==> config.mk <==
export PLATFORM = sky130hd
export DESIGN_NAME = keypad_scan_debounce_latch_core
export DESIGN_NICKNAME = d
export VERILOG_FILES = /design/src/hw/rtl/kpd_pkg.sv /design/src/hw/rtl/keypad_scan_debounce_latch_core.sv
export SDC_FILE = /design/constraint.sdc
export NUM_CORES = 1
export LEC_CHECK = 0
export BUFFER_PORTS_ARGS = -buffer_cell sky130_fd_sc_hd__buf_2
export CAP_MARGIN = 20
export CORE_ASPECT_RATIO = 0.75
export CORE_MARGIN = 2
export CORE_UTILIZATION = 59
export CTS_BUF_LIST = sky130_fd_sc_hd__clkbuf_4 sky130_fd_sc_hd__clkbuf_8 sky130_fd_sc_hd__clkbuf_16
export DETAILED_ROUTE_END_ITERATION = 6
export GPL_ROUTABILITY_DRIVEN = 0
export GPL_TIMING_DRIVEN = 0
export HOLD_SLACK_MARGIN = 0.08
export PLACE_DENSITY_LB_ADDON = 0.25
export SETUP_SLACK_MARGIN = 0.02
export SYNTH_ARGS = -nofsm -noshare
export SYNTH_HDL_FRONTEND = slang
export SYNTH_SLANG_ARGS = --single-unit
==> constraint.sdc <==
create_clock -name clk -period 3.7 [get_ports clk]
set_clock_uncertainty 0.05 [all_clocks]
set_input_delay 0.74 -clock clk [delete_from_list [all_inputs] [get_ports clk]]
set_output_delay 0.74 -clock clk [all_outputs]
set_load 0.05 [all_outputs]
==> src/hw/rtl/kpd_pkg.sv <==
`default_nettype none

package kpd_pkg;

	// item operation
	typedef enum logic {
		OP_SCAN = 1'b0,
		OP_READ = 1'b1
	} op_t;

	// configuration register indexes
	localparam logic CFG_STABLE_SAMPLES = 1'b0;
	localparam logic CFG_TICK_MS        = 1'b1;

	localparam int unsigned CODE_W = 5;
	localparam logic [CODE_W-1:0] NO_KEY = 5'd16;
	localparam logic [7:0] COUNT_MAX = 8'hFF;

	// reset values of the registers
	localparam logic [7:0] STABLE_SAMPLES_RST = 8'd2;
	localparam logic [9:0] TICK_MS_RST        = 10'd10;

	// key characters indexed by 4*row + col
	localparam logic [7:0] KEY_MAP [16] = '{
		8'h31, 8'h32, 8'h33, 8'h41,
		8'h34, 8'h35, 8'h36, 8'h42,
		8'h37, 8'h38, 8'h39, 8'h43,
		8'h2A, 8'h30, 8'h23, 8'h44
	};

	// first low row level, lowest column then lowest row, as 4*row + col
	function automatic logic [CODE_W-1:0] encode_first_key(input logic [15:0] levels);
		logic [CODE_W-1:0] code;
		logic [3:0]        pos;
		code = NO_KEY;
		for (int i = 15; i >= 0; i--) begin
			if (!levels[i]) begin
				pos  = 4'(i);
				code = {1'b0, pos[1:0], pos[3:2]};
			end
		end
		return code;
	endfunction

endpackage

`default_nettype wire

==> src/hw/rtl/keypad_scan_debounce_latch_core.sv <==
// channel | signals                                    | direction
// --------+--------------------------------------------+----------
// in      | in_valid, in_ready, operation, row_levels  | into core
// out     | out_valid, out_ready, key_char, key_valid, | out of core
//         | key_pending, time_ms                       |
// cfg     | cfg_we, cfg_index, cfg_data                | into core
//
// one word per cycle while the output side drains: a word is decoded and folded
// into the state at its accept edge, which also loads its result into the output register.
// the output register decouples the sides: a new word is taken whenever the
// register is empty or drained in the same cycle.
// asynchronous reset clears all key state, the clock and out_valid; the cfg registers take their reset values.
`default_nettype none

module keypad_scan_debounce_latch_core (
	input  wire logic        clk,
	input  wire logic        arst_n,
	// input words
	input  wire logic        in_valid,
	output logic             in_ready,
	input  wire logic        operation,
	input  wire logic [15:0] row_levels,
	// result words
	output logic             out_valid,
	input  wire logic        out_ready,
	output logic [7:0]       key_char,
	output logic             key_valid,
	output logic             key_pending,
	output logic [31:0]      time_ms,
	// configuration writes
	input  wire logic        cfg_we,
	input  wire logic        cfg_index,
	input  wire logic [9:0]  cfg_data
);

	logic [7:0]  stable_samples_q;
	logic [9:0]  tick_ms_q;

	logic [kpd_pkg::CODE_W-1:0] previous_code_q;
	logic [kpd_pkg::CODE_W-1:0] reported_code_q;
	logic [7:0]  stable_count_q;
	logic [7:0]  pending_char_q;
	logic        pending_q;
	logic [31:0] clock_ms_q;

	logic        in_fire;
	logic        is_read;

	logic [kpd_pkg::CODE_W-1:0] code;
	logic [kpd_pkg::CODE_W-1:0] previous_code_d;
	logic [kpd_pkg::CODE_W-1:0] reported_code_d;
	logic [7:0]  stable_count_d;
	logic [7:0]  pending_char_d;
	logic        pending_d;
	logic [31:0] clock_ms_d;
	logic [7:0]  key_char_d;
	logic        key_valid_d;

	assign in_ready = !out_valid || out_ready;
	assign in_fire  = in_valid && in_ready;
	assign is_read  = (operation == kpd_pkg::OP_READ);
	assign code     = kpd_pkg::encode_first_key(row_levels);

	// configuration registers
	always_ff @(posedge clk or negedge arst_n) begin
		if (!arst_n) begin
			stable_samples_q <= kpd_pkg::STABLE_SAMPLES_RST;
			tick_ms_q        <= kpd_pkg::TICK_MS_RST;
		end else if (cfg_we) begin
			unique case (cfg_index)
				kpd_pkg::CFG_STABLE_SAMPLES: stable_samples_q <= cfg_data[7:0];
				kpd_pkg::CFG_TICK_MS:        tick_ms_q        <= cfg_data;
				default: ;
			endcase
		end
	end

	// next state for one word: debounce on a scan, consume on a read
	always_comb begin
		previous_code_d = previous_code_q;
		reported_code_d = reported_code_q;
		stable_count_d  = stable_count_q;
		pending_char_d  = pending_char_q;
		pending_d       = pending_q;
		clock_ms_d      = clock_ms_q;
		key_char_d      = 8'd0;
		key_valid_d     = 1'b0;
		if (!is_read) begin
			clock_ms_d = clock_ms_q + {22'd0, tick_ms_q};
			if (code == previous_code_q) begin
				if (stable_count_q != kpd_pkg::COUNT_MAX) begin
					stable_count_d = stable_count_q + 8'd1;
				end
			end else begin
				previous_code_d = code;
				stable_count_d  = 8'd0;
			end
			if (stable_count_d == stable_samples_q && code != reported_code_q) begin
				reported_code_d = code;
				if (code != kpd_pkg::NO_KEY && !pending_q) begin
					pending_char_d = kpd_pkg::KEY_MAP[code[3:0]];
					pending_d      = 1'b1;
				end
			end
		end else if (pending_q) begin
			key_char_d     = pending_char_q;
			key_valid_d    = 1'b1;
			pending_char_d = 8'd0;
			pending_d      = 1'b0;
		end
	end

	// key state and clock
	always_ff @(posedge clk or negedge arst_n) begin
		if (!arst_n) begin
			previous_code_q <= kpd_pkg::NO_KEY;
			reported_code_q <= kpd_pkg::NO_KEY;
			stable_count_q  <= 8'd0;
			pending_char_q  <= 8'd0;
			pending_q       <= 1'b0;
			clock_ms_q      <= 32'd0;
		end else if (in_fire) begin
			previous_code_q <= previous_code_d;
			reported_code_q <= reported_code_d;
			stable_count_q  <= stable_count_d;
			pending_char_q  <= pending_char_d;
			pending_q       <= pending_d;
			clock_ms_q      <= clock_ms_d;
		end
	end

	// output register valid
	always_ff @(posedge clk or negedge arst_n) begin
		if (!arst_n) begin
			out_valid <= 1'b0;
		end else if (in_ready) begin
			out_valid <= in_valid;
		end
	end

	// output register payload
	always_ff @(posedge clk) begin
		if (in_fire) begin
			key_char    <= key_char_d;
			key_valid   <= key_valid_d;
			key_pending <= pending_d;
			time_ms     <= clock_ms_d;
		end
	end

	// a consumed key is never a blank character
	a_valid_char: assert property (@(posedge clk) disable iff (!arst_n)
		out_valid && key_valid |-> key_char != 8'd0)
		else $error("consumed key without character");

	// an empty latch holds no character
	a_empty_latch: assert property (@(posedge clk) disable iff (!arst_n)
		!pending_q |-> pending_char_q == 8'd0)
		else $error("character left in empty latch");

	// a read with a key pending empties the latch
	a_read_consumes: assert property (@(posedge clk) disable iff (!arst_n)
		in_fire && is_read && pending_q |=> !pending_q && out_valid && key_valid)
		else $error("read did not consume pending key");

	// a scan advances the clock by the tick length
	a_clock_step: assert property (@(posedge clk) disable iff (!arst_n)
		in_fire && !is_read |=>
			clock_ms_q == $past(clock_ms_q) + {22'd0, $past(tick_ms_q)})
		else $error("clock did not advance by one tick");

endmodule

`default_nettype wire

==> results of run 1 <==
==> layout make-up <==
| cell class | instances | area share (%) |
|---|---|---|
| clock inverters | 12 | 1.74 |
| inverters | 17 | 0.837 |
| multi-input cells | 444 | 40.0 |
| plain buffers | 21 | 1.21 |
| well taps | 136 | 2.23 |
| clock buffers | 20 | 6.04 |
| flip-flops and latches | 118 | 41.5 |
| repair buffers | 84 | 6.43 |
==> sequential cells by signal, summed over array words and instances, names as in the netlist <==
signal / flops
pending_char_q: 7
out_valid: 1
time_ms: 32
stable_count_q: 8
previous_code_q: 5
key_pending: 1
tick_ms_q: 10
reported_code_q: 5
pending_q: 1
key_char: 7
clock_ms_q: 32
stable_samples_q: 8
key_valid: 1
==> layer usage <==
layer,vias to the layer above,part of all wire [%]
met2,199,48
met4,0,1.8
met5,-,0
met3,33,6.1
met1,2540,45
li1,2386,-
==> power by group <==
part	total [mW]	internal, mW	switching (mW)
sequential	1.70	1.56	0.136
combinational	1.16	0.416	0.741
clock	1.66	1.09	0.571
total	4.51	3.07	1.45
==> worst register-to-register path, cell delays in order (launching register included) <==
cell       delay [ps]
dfrtp_2           410
ha_4              190
nand3_1           180
or4b_1            530
o21ai_0           130
and2_1            190
nand2_1            70
a2111oi_1         410
o211ai_1          280
or3_4             490
buf_12            160
mux2_4            290
==> metrics by stage <==
stage | TNS [ps] | utilization (%) | hold WS [ps] | cells
after global routing | 0 | 73.5 | 267 | 852
after detailed placement | -4280 | 67.0 | 440 | 816
after global placement | -9420 | 66.5 | 426 | 814
after CTS | 0 | 72.8 | 234 | 848
after floorplan | 0 | - | 394 | 603
final | 0 | 73.5 | 225 | 852
==> synth_stat cells, types with 8 or more instances <==
| cell type | count |
|---|---|
| mux2_2 | 21 |
| nand3_1 | 22 |
| dfrtp_1 | 72 |
| nor3_1 | 15 |
| o21ai_0 | 39 |
| mux2i_1 | 9 |
| nand2b_1 | 11 |
| and4_1 | 8 |
| xnor2_1 | 27 |
| nor2_1 | 37 |
| inv_1 | 17 |
| nor2b_1 | 9 |
| and3_1 | 14 |
| xor2_1 | 30 |
| ha_1 | 17 |
| nand4_1 | 12 |
| nand2_1 | 59 |
| clkbuf_1 | 20 |
| a21oi_1 | 29 |
| edfxtp_1 | 41 |
==> path summary, 6_finish.rpt <==
kind                              startpoint                  to  depth (start not counted)
min                                   arst_n   stable_count_q[7]                          1
max in group asynchronous             arst_n        tick_ms_q[1]                          2
min reg2reg                   clock_ms_q[31]      clock_ms_q[31]                          1
max reg2reg                stable_count_q[1]  reported_code_q[2]                         11
min in group clk              clock_ms_q[31]      clock_ms_q[31]                          1
max                            row_levels[5]  reported_code_q[2]                         11
==> cells by family (layout without fill, tap and decap cells) <==
family | Yosys count | count (layout) | share of synthesized area [%]
and+or+nand+nor | 217 | 217 | 18.1
buffers and inverters | 41 | 154 | 2.72
adders and majority gates | 18 | 18 | 3.66
AOI/OAI and AO/OA | 117 | 117 | 11.7
muxes | 34 | 34 | 6.08
xor gates and xnor gates | 57 | 57 | 7.86
other | 1 | 1 | 0.0590
DFF | 118 | 118 | 49.8
==> what timing repair did <==
item                                    in CTS  in global routing
hold buffers                                 0                  0
resized for setup                            1                 10
pin swaps                                    2                 10
endpoints found under the setup margin      12                 18
cloned                                       0                  0
buffers inserted                             1                  6
==> impl_metrics.ini, run 1 <==
[placed_design]
pre_cts_ws_ps = -371
hpwl_um = 10300
portBuffers = 75
placed_cell_area_um2 = 6950

[sta]
rsz0062_at_grt = false
maxSlewViolCount = 0
maxSlewHeadroom_pct = 42.2
max_freq_ghz = 0.276
setup_viol = 0
post-route-period-util_pct = 97.8
fin_crit_ps = 3620
hold_viol_final = 0
setup_slack_ps = 81.9
tightest_slew_ps = 862

[logic_synthesis]
yosysTopAreaCellShare_pct = 28.4
syn_area_per_cell_um2 = 10.5
syn_nets = 654
synth-warning-count = 0
ys_seq_elements = 118
synthTopCellsByArea = dfrtp_1, edfxtp_1, xor2_1
ys_types = 65
netlist_instances = 603
syn_area_um2 = 6350
synth_edf_count = 41
ys_async_sr_fraction_pct = 65.3
ys.flop_type = dfrtp_1
yosys.area.top_type = dfrtp_1
yosysSeqAreaShare_pct = 49.8

[critical_path]
worstPathBufferInverterCount = 3
end_kind = register
crit_family = simple AND/OR/NAND/NOR gates
crit_type = in -> reg
critPathMaxStageDelay_ps = 550
start_kind = input port
worstPathArrival_ps = 3860
worstPathMaxFanout = 10
regToRegSetupSlack_ps = 210
worstPathRequired_ps = 3950
path_cells = buf_2, nand4_1, nor4_4, a21oi_2, or3_1, buf_6, o21a_1, or4_4, or3_4, buf_12, mux2_4
cpMaxStageDelayCell = or4_4

[global_routing]
grt_util_met2_pct = 44.2
grt-ovfl-total = 0
met1_usage_pct = 39.4
grt_use_total_pct = 28.1
grt_max_degree = 47
grt_pass1_wl_um = 24700
grt-busiest-layer = met2
met3_usage_pct = 5.46
antenna_found_initial = 0
grt_pass1_vias = 4908

[finish]
nFillCells = 692
layout_common_cells = buf_2, dfrtp_1, nand2_1
layout_commonest_cell = buf_2
antenna_cells = 0
final-seq-area_um2 = 3170
multi_input_area_um2 = 3050
synthToLayoutAreaGrowth_pct = 19.9
nets = 754
final_area_um2 = 7620
drive_above_1_share_pct = 23.3

[detailed_routing]
post_drt_wl_per_cell_um = 18.1
dr.pass1.iters = 5
drt_wl_total_um = 15400
via_per_inst = 6.05
drt.antenna.violating_nets = 0
drt-initial-drc-count = 531
vias = 5158
drc = 0

[worst_hold_path]
holdCritPathClass = in -> async

[die]
die_x_um = 124
io_pins = 77
die-area_um2 = 11600
start_util_pct = 61.3
rows = 32
die_h_um = 93.9
core_area_um2 = 10400

[run]
max_cap_viol_count = 0

[cts]
clk_path_buf_depth = 2
clock_latency_ps = 420
tritoncts = built
clkSlewWorstSetupHoldPaths_ps = 60
cts-root-buf = clkbuf_16
cts_made_buffers = 17
clock-sinks = 118
htreeDepth = 4

[power]
power_density_nw_per_um2 = 592
total_power_mw = 4.51
leakage_nw = 3.36
max-vdd-ir-drop_mv = 0.456

[outcome]
status = completed
Power figures use the tool's default switching activity.
==> run 2, diff against run 1 <==
Settings changed: CORE_ASPECT_RATIO 0.75 to unset.
==> run 2 against run 1 <==
Effect of this change:
- count of clock-buffer cells in the layout did not move
- via count fell by 4.0%
- die area barely moved
- total power fell by 0.63%
- worst setup slack improved by 75 ps
- flip-flop and latch count did not move
- first-iteration DRC count fell by 61%
- critical endpoint is now pending_char_q[4]
- largest power group unchanged
==> impl_metrics.ini, run 2 (synthesized netlist as in run 1, its figures left out) <==
[finish]
utilization_pct = 73.2
reg_top3 = clock_ms_q x32, time_ms x32, tick_ms_q x10
final-seq-area_um2 = 3170
synthToLayoutAreaGrowth_pct = 19.5
layout_commonest_cell = buf_2
antenna_cells = 0
nets = 752
nFillCells = 724
multi_input_area_um2 = 3040
final_area_um2 = 7590
drive_above_1_share_pct = 23.0
layout_common_cells = buf_2, dfrtp_1, nand2_1

[global_routing]
grt_pass1_wl_um = 23200
antenna_found_initial = 0
grt_pass1_vias = 4839
grt-ovfl-total = 0
grt_max_degree = 54
grt_use_total_pct = 25.7

[cts]
cts_made_buffers = 17
clkSlewWorstSetupHoldPaths_ps = 60
tritoncts = built
clk_path_buf_depth = 2
clock_latency_ps = 540
cts-root-buf = clkbuf_8
clock-sinks = 118
htreeDepth = 4

[critical_path]
end_kind = register
worstPathArrival_ps = 3960
worstPathMaxFanout = 10
path_cells = buf_2, nand4_1, nor4_4, a21oi_1, or3_1, buf_6, o21a_1, or4_4, or3_1, buf_6, nor3_4, a22o_1
worstPathBufferInverterCount = 3
start_kind = input port
worstPathRequired_ps = 4120
crit_family = simple AND/OR/NAND/NOR gates
critPathMaxStageDelay_ps = 570
cpMaxStageDelayCell = or4_4
crit_type = in -> reg

[power]
power_density_nw_per_um2 = 591
leakage_nw = 3.33
max-vdd-ir-drop_mv = 0.309

[sta]
setup_slack_ps = 157
maxSlewViolCount = 0
fin_crit_ps = 3540
rsz0062_at_grt = true
setup_viol = 0
hold_viol_final = 0
maxSlewHeadroom_pct = 39.6
tns_ps = 0
max_freq_ghz = 0.282
post-route-period-util_pct = 95.8
tightest_slew_ps = 900

[placed_design]
hpwl_um = 9560
portBuffers = 75
pre_cts_ws_ps = -349
placed_cell_area_um2 = 6950

[detailed_routing]
vias = 4954
via_per_inst = 5.83
dr.pass1.iters = 4
drt-initial-drc-count = 206
post_drt_wl_per_cell_um = 16.2
drt_wl_total_um = 13800
drt.antenna.violating_nets = 0
drc = 0

[die]
start_util_pct = 61.3
rows = 37
die-area_um2 = 11600
core_area_um2 = 10400
die_x_um = 108
die_h_um = 108
io_pins = 77

[worst_hold_path]
holdCritPathClass = in -> reg

[outcome]
status = completed

[run]
max_cap_viol_count = 0
-- run 2: worst paths after layout --
kind	to	depth (start not counted)	startpoint	slack [ps]
setup / recovery	pending_char_q[4]	12	row_levels[4]	160
min in group asynchronous	previous_code_q[2]	2	arst_n	610
hold reg to reg	clock_ms_q[31]	1	clock_ms_q[31]	440
setup reg to reg	pending_char_q[4]	12	stable_count_q[1]	290
max in group asynchronous	tick_ms_q[1]	3	arst_n	2360
hold / removal	out_valid	2	in_valid	370
-- run 2: what timing repair did --
action | 4_1_cts | 5_1_grt
hold buffers | 1 | 0
pin swaps | 1 | 1
endpoints found under the hold margin | 3 | 0
buffers inserted | 1 | 1
resized for setup | 1 | 6
setup endpoints to repair | 12 | 16
-- run 2: per-layer routing --
| layer | vias up | share of wire (%) | track usage (%) |
|---|---|---|---|
| li1 | 2384 | - | - |
| met1 | 2395 | 42 | 32.6 |
| met2 | 152 | 50 | 43.5 |
| met3 | 23 | 5.6 | 6.05 |
| met4 | 0 | 1.8 | 8.61 |
| met5 | - | 0 | 0 |
-- run 2: power by group --
group	switching, mW	internal [mW]	total [mW]
Combinational	0.722	0.412	1.13
Clock	0.594	1.07	1.66
Sequential	0.128	1.56	1.69
-- run 2: cell type report --
| class | count | area share [%] |
|---|---|---|
| plain buffers | 23 | 1.42 |
| clock buffers | 20 | 5.91 |
| clock inverters | 12 | 1.99 |
| inverters | 17 | 0.840 |
| multi-input cells | 444 | 40.0 |
| flip-flops and latches | 118 | 41.7 |
| well taps | 136 | 2.24 |
| repair buffers | 80 | 5.93 |
-- run 2: per-stage QoR --
step | std cells | power [mW] | hold WS, ps
after floorplan | 603 | 2.52 | 394
after global placement | 814 | 2.75 | 424
after detailed placement | 816 | 2.81 | 430
after CTS | 849 | 4.48 | 371
after global routing | 850 | 4.68 | 382
final | 850 | 4.48 | 366
